$ cat src/rtl/awc_pkg.sv
package awc_pkg;

  localparam int NUM_STATES      = 16;
  localparam int NUM_LETTERS     = 16;
  localparam int MAX_TRANSITIONS = 64;

  localparam int STATE_W = 4;
  localparam int LETTER_W = 4;
  localparam int MASK_W  = 16;
  localparam int CNT_W   = $clog2(MAX_TRANSITIONS + 1);
  localparam int IDX_W   = (MAX_TRANSITIONS > 1) ? $clog2(MAX_TRANSITIONS) : 1;

  localparam logic [MASK_W-1:0] STATE_MASK =
    (NUM_STATES >= MASK_W) ? {MASK_W{1'b1}} : MASK_W'((64'd1 << NUM_STATES) - 64'd1);

  typedef enum logic [2:0] {
    CMD_CLEAR = 3'd0,
    CMD_ADD   = 3'd1,
    CMD_BEGIN = 3'd2,
    CMD_FEED  = 3'd3,
    CMD_QUERY = 3'd4
  } cmd_t;

  typedef enum logic [1:0] {
    STAT_OK    = 2'd0,
    STAT_EMPTY = 2'd1,
    STAT_DUP   = 2'd2,
    STAT_FULL  = 2'd3
  } status_t;

  typedef struct packed {
    logic [STATE_W-1:0]  src;
    logic [LETTER_W-1:0] letter;
    logic [MASK_W-1:0]   tgt;
  } entry_t;

  function automatic logic [MASK_W-1:0] state_bit(input logic [STATE_W-1:0] s);
    state_bit = (MASK_W'(1) << s) & STATE_MASK;
  endfunction

endpackage

$ cat src/rtl/alternating_automaton_word_check.sv
// Clear, begin, query, unused commands and an add with an empty target set go straight to the
// finish state, which loads their result into the output register.
// Add and feed scan the transition memory one entry per cycle through its single read port:
// the result then passes through the finish state into the output register.
// A new request is taken the cycle after its result is loaded; a stalled result holds off the load.
// Synchronous active-low reset empties the table and clears the current set and final mask.
module alternating_automaton_word_check (
  input  logic        clk,
  input  logic        rst_n,
  input  logic        cfg_we,
  input  logic [15:0] cfg_wdata,
  input  logic        in_valid,
  output logic        in_stall,
  input  logic [2:0]  in_command,
  input  logic [3:0]  in_source_state,
  input  logic [3:0]  in_letter,
  input  logic [15:0] in_target_mask,
  input  logic [3:0]  in_query_state,
  output logic        out_valid,
  input  logic        out_stall,
  output logic [1:0]  out_status,
  output logic        out_accepted,
  output logic        out_set_empty
);

  typedef enum logic [1:0] {
    ST_IDLE,
    ST_SCAN,
    ST_FINISH
  } state_t;

  state_t state_r, state_nxt;

  logic [awc_pkg::CNT_W-1:0]    cnt_r, cnt_nxt;
  logic [awc_pkg::CNT_W-1:0]    idx_r, idx_nxt;
  logic                         rd_vld_r, rd_vld_nxt;
  awc_pkg::entry_t              rd_data_r;
  awc_pkg::entry_t              mem [awc_pkg::MAX_TRANSITIONS];
  logic                         mem_we;

  logic [awc_pkg::MASK_W-1:0]   cur_r, cur_nxt;
  logic [awc_pkg::MASK_W-1:0]   final_r, final_nxt;
  logic [awc_pkg::MASK_W-1:0]   next_r, next_nxt;
  logic                         dup_r, dup_nxt;

  logic [2:0]                   cmd_r, cmd_nxt;
  awc_pkg::entry_t              req_r, req_nxt;
  logic [1:0]                   status_r, status_nxt;
  logic                         acc_r, acc_nxt;

  logic                         out_valid_r, out_valid_nxt;
  logic [1:0]                   out_status_r, out_status_nxt;
  logic                         out_accepted_r, out_accepted_nxt;
  logic                         out_set_empty_r, out_set_empty_nxt;

  logic                         in_acc;
  logic                         more;
  logic [awc_pkg::MASK_W-1:0]   tgt_masked;

  assign in_stall      = (state_r != ST_IDLE);
  assign in_acc        = in_valid && !in_stall;
  assign more          = (idx_r < cnt_r);
  assign tgt_masked    = in_target_mask & awc_pkg::STATE_MASK;
  assign out_valid     = out_valid_r;
  assign out_status    = out_status_r;
  assign out_accepted  = out_accepted_r;
  assign out_set_empty = out_set_empty_r;

  always_comb begin
    state_nxt         = state_r;
    cnt_nxt           = cnt_r;
    idx_nxt           = idx_r;
    rd_vld_nxt        = rd_vld_r;
    cur_nxt           = cur_r;
    final_nxt         = final_r;
    next_nxt          = next_r;
    dup_nxt           = dup_r;
    cmd_nxt           = cmd_r;
    req_nxt           = req_r;
    status_nxt        = status_r;
    acc_nxt           = acc_r;
    out_valid_nxt     = out_valid_r;
    out_status_nxt    = out_status_r;
    out_accepted_nxt  = out_accepted_r;
    out_set_empty_nxt = out_set_empty_r;
    mem_we            = 1'b0;

    if (cfg_we) begin
      final_nxt = cfg_wdata;
    end
    if (out_valid_r && !out_stall) begin
      out_valid_nxt = 1'b0;
    end

    case (state_r)
      ST_IDLE: begin
        if (in_acc) begin
          cmd_nxt        = in_command;
          req_nxt.src    = in_source_state;
          req_nxt.letter = in_letter;
          req_nxt.tgt    = tgt_masked;
          status_nxt     = awc_pkg::STAT_OK;
          acc_nxt        = 1'b0;
          idx_nxt        = '0;
          rd_vld_nxt     = 1'b0;
          dup_nxt        = 1'b0;
          next_nxt       = '0;
          state_nxt      = ST_FINISH;
          case (in_command)
            awc_pkg::CMD_CLEAR: begin
              cnt_nxt = '0;
            end
            awc_pkg::CMD_ADD: begin
              if (tgt_masked == '0) begin
                status_nxt = awc_pkg::STAT_EMPTY;
              end else begin
                state_nxt = ST_SCAN;
              end
            end
            awc_pkg::CMD_BEGIN: begin
              cur_nxt = final_r & awc_pkg::STATE_MASK;
            end
            awc_pkg::CMD_FEED: begin
              state_nxt = ST_SCAN;
            end
            awc_pkg::CMD_QUERY: begin
              acc_nxt = |(cur_r & awc_pkg::state_bit(in_query_state));
            end
            default: begin
            end
          endcase
        end
      end
      ST_SCAN: begin
        if (more) begin
          idx_nxt    = idx_r + 1'b1;
          rd_vld_nxt = 1'b1;
        end else begin
          rd_vld_nxt = 1'b0;
        end
        if (rd_vld_r) begin
          if (cmd_r == awc_pkg::CMD_ADD) begin
            if (rd_data_r == req_r) begin
              dup_nxt = 1'b1;
            end
          end else if (rd_data_r.letter == req_r.letter &&
                       (rd_data_r.tgt & ~cur_r) == '0) begin
            next_nxt = next_r | awc_pkg::state_bit(rd_data_r.src);
          end
        end
        if (!more && !rd_vld_r) begin
          state_nxt = ST_FINISH;
          if (cmd_r == awc_pkg::CMD_ADD) begin
            if (dup_r) begin
              status_nxt = awc_pkg::STAT_DUP;
            end else if (cnt_r == awc_pkg::CNT_W'(awc_pkg::MAX_TRANSITIONS)) begin
              status_nxt = awc_pkg::STAT_FULL;
            end else begin
              mem_we  = 1'b1;
              cnt_nxt = cnt_r + 1'b1;
            end
          end else begin
            cur_nxt = next_r;
          end
        end
      end
      ST_FINISH: begin
        if (!out_valid_r || !out_stall) begin
          out_valid_nxt     = 1'b1;
          out_status_nxt    = status_r;
          out_accepted_nxt  = acc_r;
          out_set_empty_nxt = (cur_r == '0);
          state_nxt         = ST_IDLE;
        end
      end
      default: begin
        state_nxt = ST_IDLE;
      end
    endcase
  end

  always_ff @(posedge clk) begin
    if (!rst_n) begin
      state_r     <= ST_IDLE;
      cnt_r       <= '0;
      idx_r       <= '0;
      rd_vld_r    <= 1'b0;
      cur_r       <= '0;
      final_r     <= '0;
      out_valid_r <= 1'b0;
    end else begin
      state_r     <= state_nxt;
      cnt_r       <= cnt_nxt;
      idx_r       <= idx_nxt;
      rd_vld_r    <= rd_vld_nxt;
      cur_r       <= cur_nxt;
      final_r     <= final_nxt;
      out_valid_r <= out_valid_nxt;
    end
    next_r          <= next_nxt;
    dup_r           <= dup_nxt;
    cmd_r           <= cmd_nxt;
    req_r           <= req_nxt;
    status_r        <= status_nxt;
    acc_r           <= acc_nxt;
    out_status_r    <= out_status_nxt;
    out_accepted_r  <= out_accepted_nxt;
    out_set_empty_r <= out_set_empty_nxt;
  end

  always_ff @(posedge clk) begin
    if (mem_we) begin
      mem[cnt_r[awc_pkg::IDX_W-1:0]] <= req_r;
    end
    rd_data_r <= mem[idx_r[awc_pkg::IDX_W-1:0]];
  end

  a_cnt_bound: assert property (@(posedge clk) disable iff (!rst_n)
    cnt_r <= awc_pkg::CNT_W'(awc_pkg::MAX_TRANSITIONS))
    else $error("Entry count exceeds table depth.");

  a_busy_after_req: assert property (@(posedge clk) disable iff (!rst_n)
    in_acc |=> in_stall)
    else $error("Request taken while the previous one is still in progress.");

  a_cnt_step: assert property (@(posedge clk) disable iff (!rst_n)
    1'b1 |=> (cnt_r == $past(cnt_r) || cnt_r == $past(cnt_r) + 1'b1 || cnt_r == '0))
    else $error("Entry count moved by more than one.");

  a_set_hold: assert property (@(posedge clk) disable iff (!rst_n)
    (state_r == ST_FINISH || (state_r == ST_IDLE &&
      !(in_acc && in_command == awc_pkg::CMD_BEGIN))) |=> $stable(cur_r))
    else $error("Current set changed outside a begin or feed.");

endmodule

$ cat config.mk
export PLATFORM = sky130hd
export DESIGN_NAME = alternating_automaton_word_check
export DESIGN_NICKNAME = d
export VERILOG_FILES = /design/src/rtl/awc_pkg.sv /design/src/rtl/alternating_automaton_word_check.sv
export SDC_FILE = /design/constraint.sdc
export NUM_CORES = 1
export LEC_CHECK = 0
export BUFFER_PORTS_ARGS = -buffer_cell sky130_fd_sc_hd__buf_2
export CAP_MARGIN = 10
export CORE_UTILIZATION = 57
export DETAILED_ROUTE_END_ITERATION = 8
export GPL_ROUTABILITY_DRIVEN = 1
export PLACE_DENSITY_LB_ADDON = 0.12
export SETUP_SLACK_MARGIN = 0.5
export SLEW_MARGIN = 20
export SYNTH_ARGS = -nofsm -noshare
export SYNTH_HDL_FRONTEND = slang
export SYNTH_SLANG_ARGS = --single-unit
$ cat constraint.sdc
create_clock -name clk -period 3.5 [get_ports clk]
set_input_delay 0.35 -clock clk [delete_from_list [all_inputs] [get_ports clk]]
set_output_delay 0.35 -clock clk [all_outputs]
set_load 0.01 [all_outputs]
-- Yosys cells after proc, flatten, opt, wreduce, memory -nomap -nowiden
Memories as Yosys holds them, arrays and structs flattened. A register that Yosys moved wholly into a read port is not among the register bits.
Cells that the tools add are included.
- add/sub/neg operators: 2
- muxes and demuxes: 51
- multipliers: 0
- reductions and logical operators: 28
- equality and inequality tests: 24
- shift-type cells: 2
- div/mod/pow operators: 0
- order comparisons: 1
- bitwise gates (word level): 4
- operators with widths (cell ; number):
    2-to-1 mux 16 bit ; 8
    case mux 16 bit (2 select lines) ; 2
    2-to-1 mux 7 bit ; 8
    zero test 16 bit ; 3
    bitwise AND 16 bit ; 2
    left shift 1 x 4 -> 16 bit (first input constant) ; 2
    case mux 7 bit (2 select lines) ; 2
    == test 24 bit ; 1
    != test 2 bit (second input constant) ; 11
    AND reduction 5 bit ; 4
    2-to-1 mux 2 bit ; 9
    2-to-1 mux 1 bit ; 17
    inverter 16 bit ; 1
    OR 16 bit ; 1
    OR reduction 16 bit ; 1
    adder 7 x 1 -> 7 bit (second input constant) ; 2
    case mux 2 bit (2 select lines) ; 2
    == test 7 bit (second input constant) ; 1
    < comparator 7 bit ; 1
    AND reduction 7 bit ; 1
    == test 3 x 1 -> 1 bit (second input constant) ; 2
    == test 3 x 2 -> 1 bit (second input constant) ; 2
    case mux 2 bit (3 select lines) ; 1
    AND reduction 2 bit ; 3
    14 further kinds ; 25
- bits in latches: 0
- ROM bits: 0
- word-level logic and storage cells: 131
- memory bits (writable): 1536
- output and inout port bits: 6
- register bits: 101
- memories kept: 1
- input port bits: 52
- memory list (memory ; depth ; width ; read ports ; clocked after Yosys merged registers in ; wr ports ; line ; text):
    mem ; 64 ; 24 ; 1 ; 1 ; 1 ; alternating_automaton_word_check.sv:38 ; awc_pkg::entry_t mem [awc_pkg::MAX_TRANSITIONS];

-- Longest topological paths before layout
- word-level depth: 8
- gate-level depth with buffers: 10
- depth with buffers taken out: 8

-- Least setup slack after synthesis
OpenSTA, ideal clock, no wires.
- path type: reg-to-reg
- from: register cnt_r[4] in the netlist's numbering
- to: memory mem[57][0] in the netlist's numbering, enable pin
- period minus slack after synthesis: 3.729 ns
- arrival: 3.324 ns
- cell stages (with the launch flop): 10
- library setup time: 0.405 ns
- path buffers: 2
- path slack: -0.229 ns
- cell sequence: dfxtp_1 clkbuf_1 inv_1 ha_1 nand4_1 o311a_1 nor4b_4 buf_2 nand3_1 nor2_1
- longest elaborated chain between the ends: 8
- elaborated cells on any way between the ends: 11
- those cells by class: order compare (1); eq/ne (1); mux (7); reduce/logical (2)
- ends and longest elaborated chain (what ; line ; text):
    from (decl) ; alternating_automaton_word_check.sv:34 ; logic [awc_pkg::CNT_W-1:0] cnt_r, cnt_nxt;
    from (signal assigned) ; alternating_automaton_word_check.sv:193 ; cnt_r <= cnt_nxt;
    branches (longest 8 deep; another with < comparator 7 bit) ; n/a ;
    to (decl) ; alternating_automaton_word_check.sv:38 ;
Parallel ways; which one is timed is not known.

-- Worst setup path in the final report
- from: register cnt_r[3] in the netlist's numbering
- to: memory mem[47][10] in the netlist's numbering, enable pin
The elaborated chain is that of the path after synthesis.

==> impl_metrics.csv <==
group,metric,value,unit
clock_network,clock_path_buffers,3,
place,io_buffers,57,
critical_path,path_cells,"inv_2 -> ha_1 -> nand4_1 -> o311a_4 -> nor4b_4 -> buf_12 -> nand2_4 -> buf_12 -> nor2_4",
place,place_congestion,0.921,
critical_path,crit_top_cell,"buf_12",
global_routing,grt_overflow,0,
power,ir_worst_vdd,0.456,mV
yosys,synth_nets,3108,
timing,hold_slack,0.104,ns
yosys,yosysUniqueCellTypes,57,
power,p_leak,23.4,nW
critical_path,path_buf_inv,3,
drt,first_iter_violations,4867,
critical_path,startpoint_type,"flop",
critical_path,critical-path-slowest-cell,"nor2_4",
clock_network,cts_buffers,164,
power,cellPowerDensity,524,nW/um^2
min_path,hold_path_class,"in -> reg",
timing,finalCriticalPeriod,3.08,ns
critical_path,worstPathMaxFanout,24,
clock_network,path_clk_slew,0.06,ns
power,swShare,20.2,%
critical_path,crit_path_end_kind,"flop",
finish,final_layout_size_suffix_gt1_share,30.4,%
global_routing,grt_max_degree,91,
clock_network,clock_latency,0.78,ns
finish,final_cell_mix,"1,587 x edfxtp_1, 361 x mux4_2, 179 x clkbuf_16",
timing,finalSetupViolations,0,
die,start_util,57.6,%
power,p_int,0.0316,W
drt,vias,34000,
timing,fin_crit_sh,88.1,%
flow_run,maxCapViolCount,2,
drt,first_pass_iters,7,
drt,wl_per_cell,34.1,microns
timing,worst_pin_slew,1.49,ns
place,dpl.cell_count,4605,
drt,antenna_left,0,
die,die-area,113000,sq um
critical_path,crit_arrival,3.47,ns
finish,stdcell_count,5094,
critical_path,cpPeakStageDelay,0.68,ns
die,std_cell_rows,122,
yosys,synth-edff-count,1587,
die,ios,58,
finish,n_fill_cell,6980,
power,p_comb_share,1.9,%
critical_path,crit_family,"simple AND/OR/NAND/NOR gates",
clock_network,cts_htree_levels,4,
yosys,avgSynthCellArea,20.9,sq um
clock_network,clockRootBuffer,"clkbuf_16",
power,seqPwrFrac,55.6,%
yosys,async_flop_share,0,%
die,die_w,337,microns
drt,vias_per_cell,6.67,
global_routing,antenna_found_initial,5,
status,outcome,"complete, but fails checks",
status,violations,"capacitance limit",
global_routing,grt_first_pass_wirelength,238000,microns
finish,area_delta_synth_final,18.3,%
yosys,ys_ff_latch,1661,
timing,slew_viol_final,0,
drt,drcViolationCount,0,
global_routing,grt_use_total,30.1,%
die,chipHeight,337,microns
finish,layout_commonest_cell,"edfxtp_1",
clock_network,clock_sinks,1661,
yosys,netlist_area,63800,sq um
yosys,synth_warnings,0,
critical_path,r2r_slack,0.42,ns
power,power,0.0395,W
die,core-area,111000,sq um
global_routing,grt_pass1_vias,33000,
timing,slew-limit-headroom,0.714,%
timing,clock.fmax,324,MHz
clock_network,cts_tree,"built",
drt,routed_wl,174000,microns
yosys,synth_flop_cell,"edfxtp_1",
timing,fin_skew,0.0239,ns
timing,grt_setup_unrepaired,"true",
yosys,synth-seq-area-share,77.0,%
finish,final_nets,3532,
finish,post-route-util,68.1,%
power,p_switching,0.00797,W
critical_path,worst_ep_required_time,3.88,ns
yosys,synthCells,3047,
power,p_clk_share,42.6,%
critical_path,crit_type,"reg -> reg",
timing,final_hold_viol_count,0,
place,place_hpwl,90800,microns
==> kinds of logic (layout without fill, tap and decap cells) <==
family / after synthesis / count (layout) / share of synthesized area (%)
fa+ha+maj: 9 / 9 / 0.177
simple gates: 339 / 378 / 2.64
xor+xnor: 24 / 24 / 0.330
flops: 1661 / 1661 / 77.0
buf+inv: 201 / 719 / 1.56
compound gates: 344 / 344 / 3.81
mux: 469 / 469 / 14.4
other cells: 0 / 2 / 0
==> path summary, 6_finish.rpt <==
kind / depth (start not counted) / start / to
max: 9 / cnt_r[3]$_SDFFE_PN0P_ / mem[47][10]$_DFFE_PP_
max reg2reg: 9 / cnt_r[3]$_SDFFE_PN0P_ / mem[47][10]$_DFFE_PP_
min reg2reg: 0 / acc_r$_SDFFCE_PP0P_ / out_accepted$_DFFE_PP_
min: 4 / in_valid / state_r[1]$_SDFFE_PN0P_
==> Yosys cell counts (all sizes together), types with 18 or more instances <==
cell | instances | share of area (%)
edfxtp | 1587 | 75
o21ai | 30 | 0.24
o22ai | 23 | 0.23
a22oi | 90 | 1.1
and2 | 18 | 0.18
nand3 | 39 | 0.31
nor2 | 104 | 0.61
clkbuf | 77 | 0.45
nand2 | 56 | 0.34
or3 | 25 | 0.25
inv | 26 | 0.15
mux2i | 108 | 1.7
mux4 | 361 | 13
dfxtp | 74 | 2.3
o221ai | 20 | 0.27
buf | 97 | 0.95
a211oi | 34 | 0.40
nor3 | 25 | 0.20
nor2b | 30 | 0.29
a21oi | 68 | 0.53
==> through the flow <==
step / area [sq um] / TNS, ns / worst slack (ns)
floorplan: 64200 / 0 / 0.0437
global placement: 67200 / -0.124 / -0.0760
detailed placement: 67200 / -0.0993 / -0.0425
CTS: 73400 / 0 / 0.203
global route: 75500 / 0 / 0.307
finish: 75500 / 0 / 0.416
==> metal layers <==
layer / GRT usage [%] / vias to the layer above / share of wire, %
li1: - / 13700 / -
met1: 44.9 / 17900 / 40
met2: 46.3 / 2085 / 47
met3: 5.27 / 295 / 10
met4: 8.66 / 4 / 2.8
met5: 0 / - / 0.016
==> state kept, by name (all words and copies together) (netlist names), 2 cells and up <==
name        flops
mem          1536
idx_r           7
req_r          24
out_status      2
final_r        16
status_r        2
cnt_r           7
cmd_r           3
next_r         16
state_r         2
cur_r          16
rd_data_r      24
==> power by group through the flow <==
stage,logic (W),registers (W),clock network [W]
2_1_floorplan,0.000138,0.0225,0
5_1_grt,0.000768,0.0220,0.0178
4_1_cts,0.000721,0.0220,0.0170
6_report,0.000733,0.0220,0.0168
3_5_place_dp,0.000680,0.0224,0
3_3_place_gp,0.000643,0.0224,0
==> worst register-to-register path: stages, from the launching register on <==
cell     delay [ns]
dfxtp_2        0.34
inv_2          0.07
ha_1           0.28
nand4_1        0.16
o311a_4        0.36
nor4b_4        0.30
buf_12         0.18
nand2_4        0.11
buf_12         0.19
nor2_4         0.68
==> area by class of cell <==
cell class	instances	area (sq um)	area share [%]
flip-flops and latches	1661	49200	65.1
clock inverters	83	616	0.816
diodes	2	5.00	0.00663
well taps	1488	1860	2.47
clock buffers	216	4510	5.97
inverters	27	103	0.136
repair buffers	393	4470	5.93
multi-input cells	1224	14700	19.5
==> repair_timing <==
| action | 4_1_cts | 5_1_grt |
|---|---|---|
| gates cloned | 26 | 27 |
| hold buffers | 45 | 0 |
| gates resized for setup | 41 | 96 |
| endpoints found under the hold margin | 49 | 0 |
| endpoints found under the setup margin | 1398 | 1435 |
| setup buffers | 19 | 69 |
| pin swaps | 26 | 59 |
Note: power is estimated with default switching activity, not from simulation.
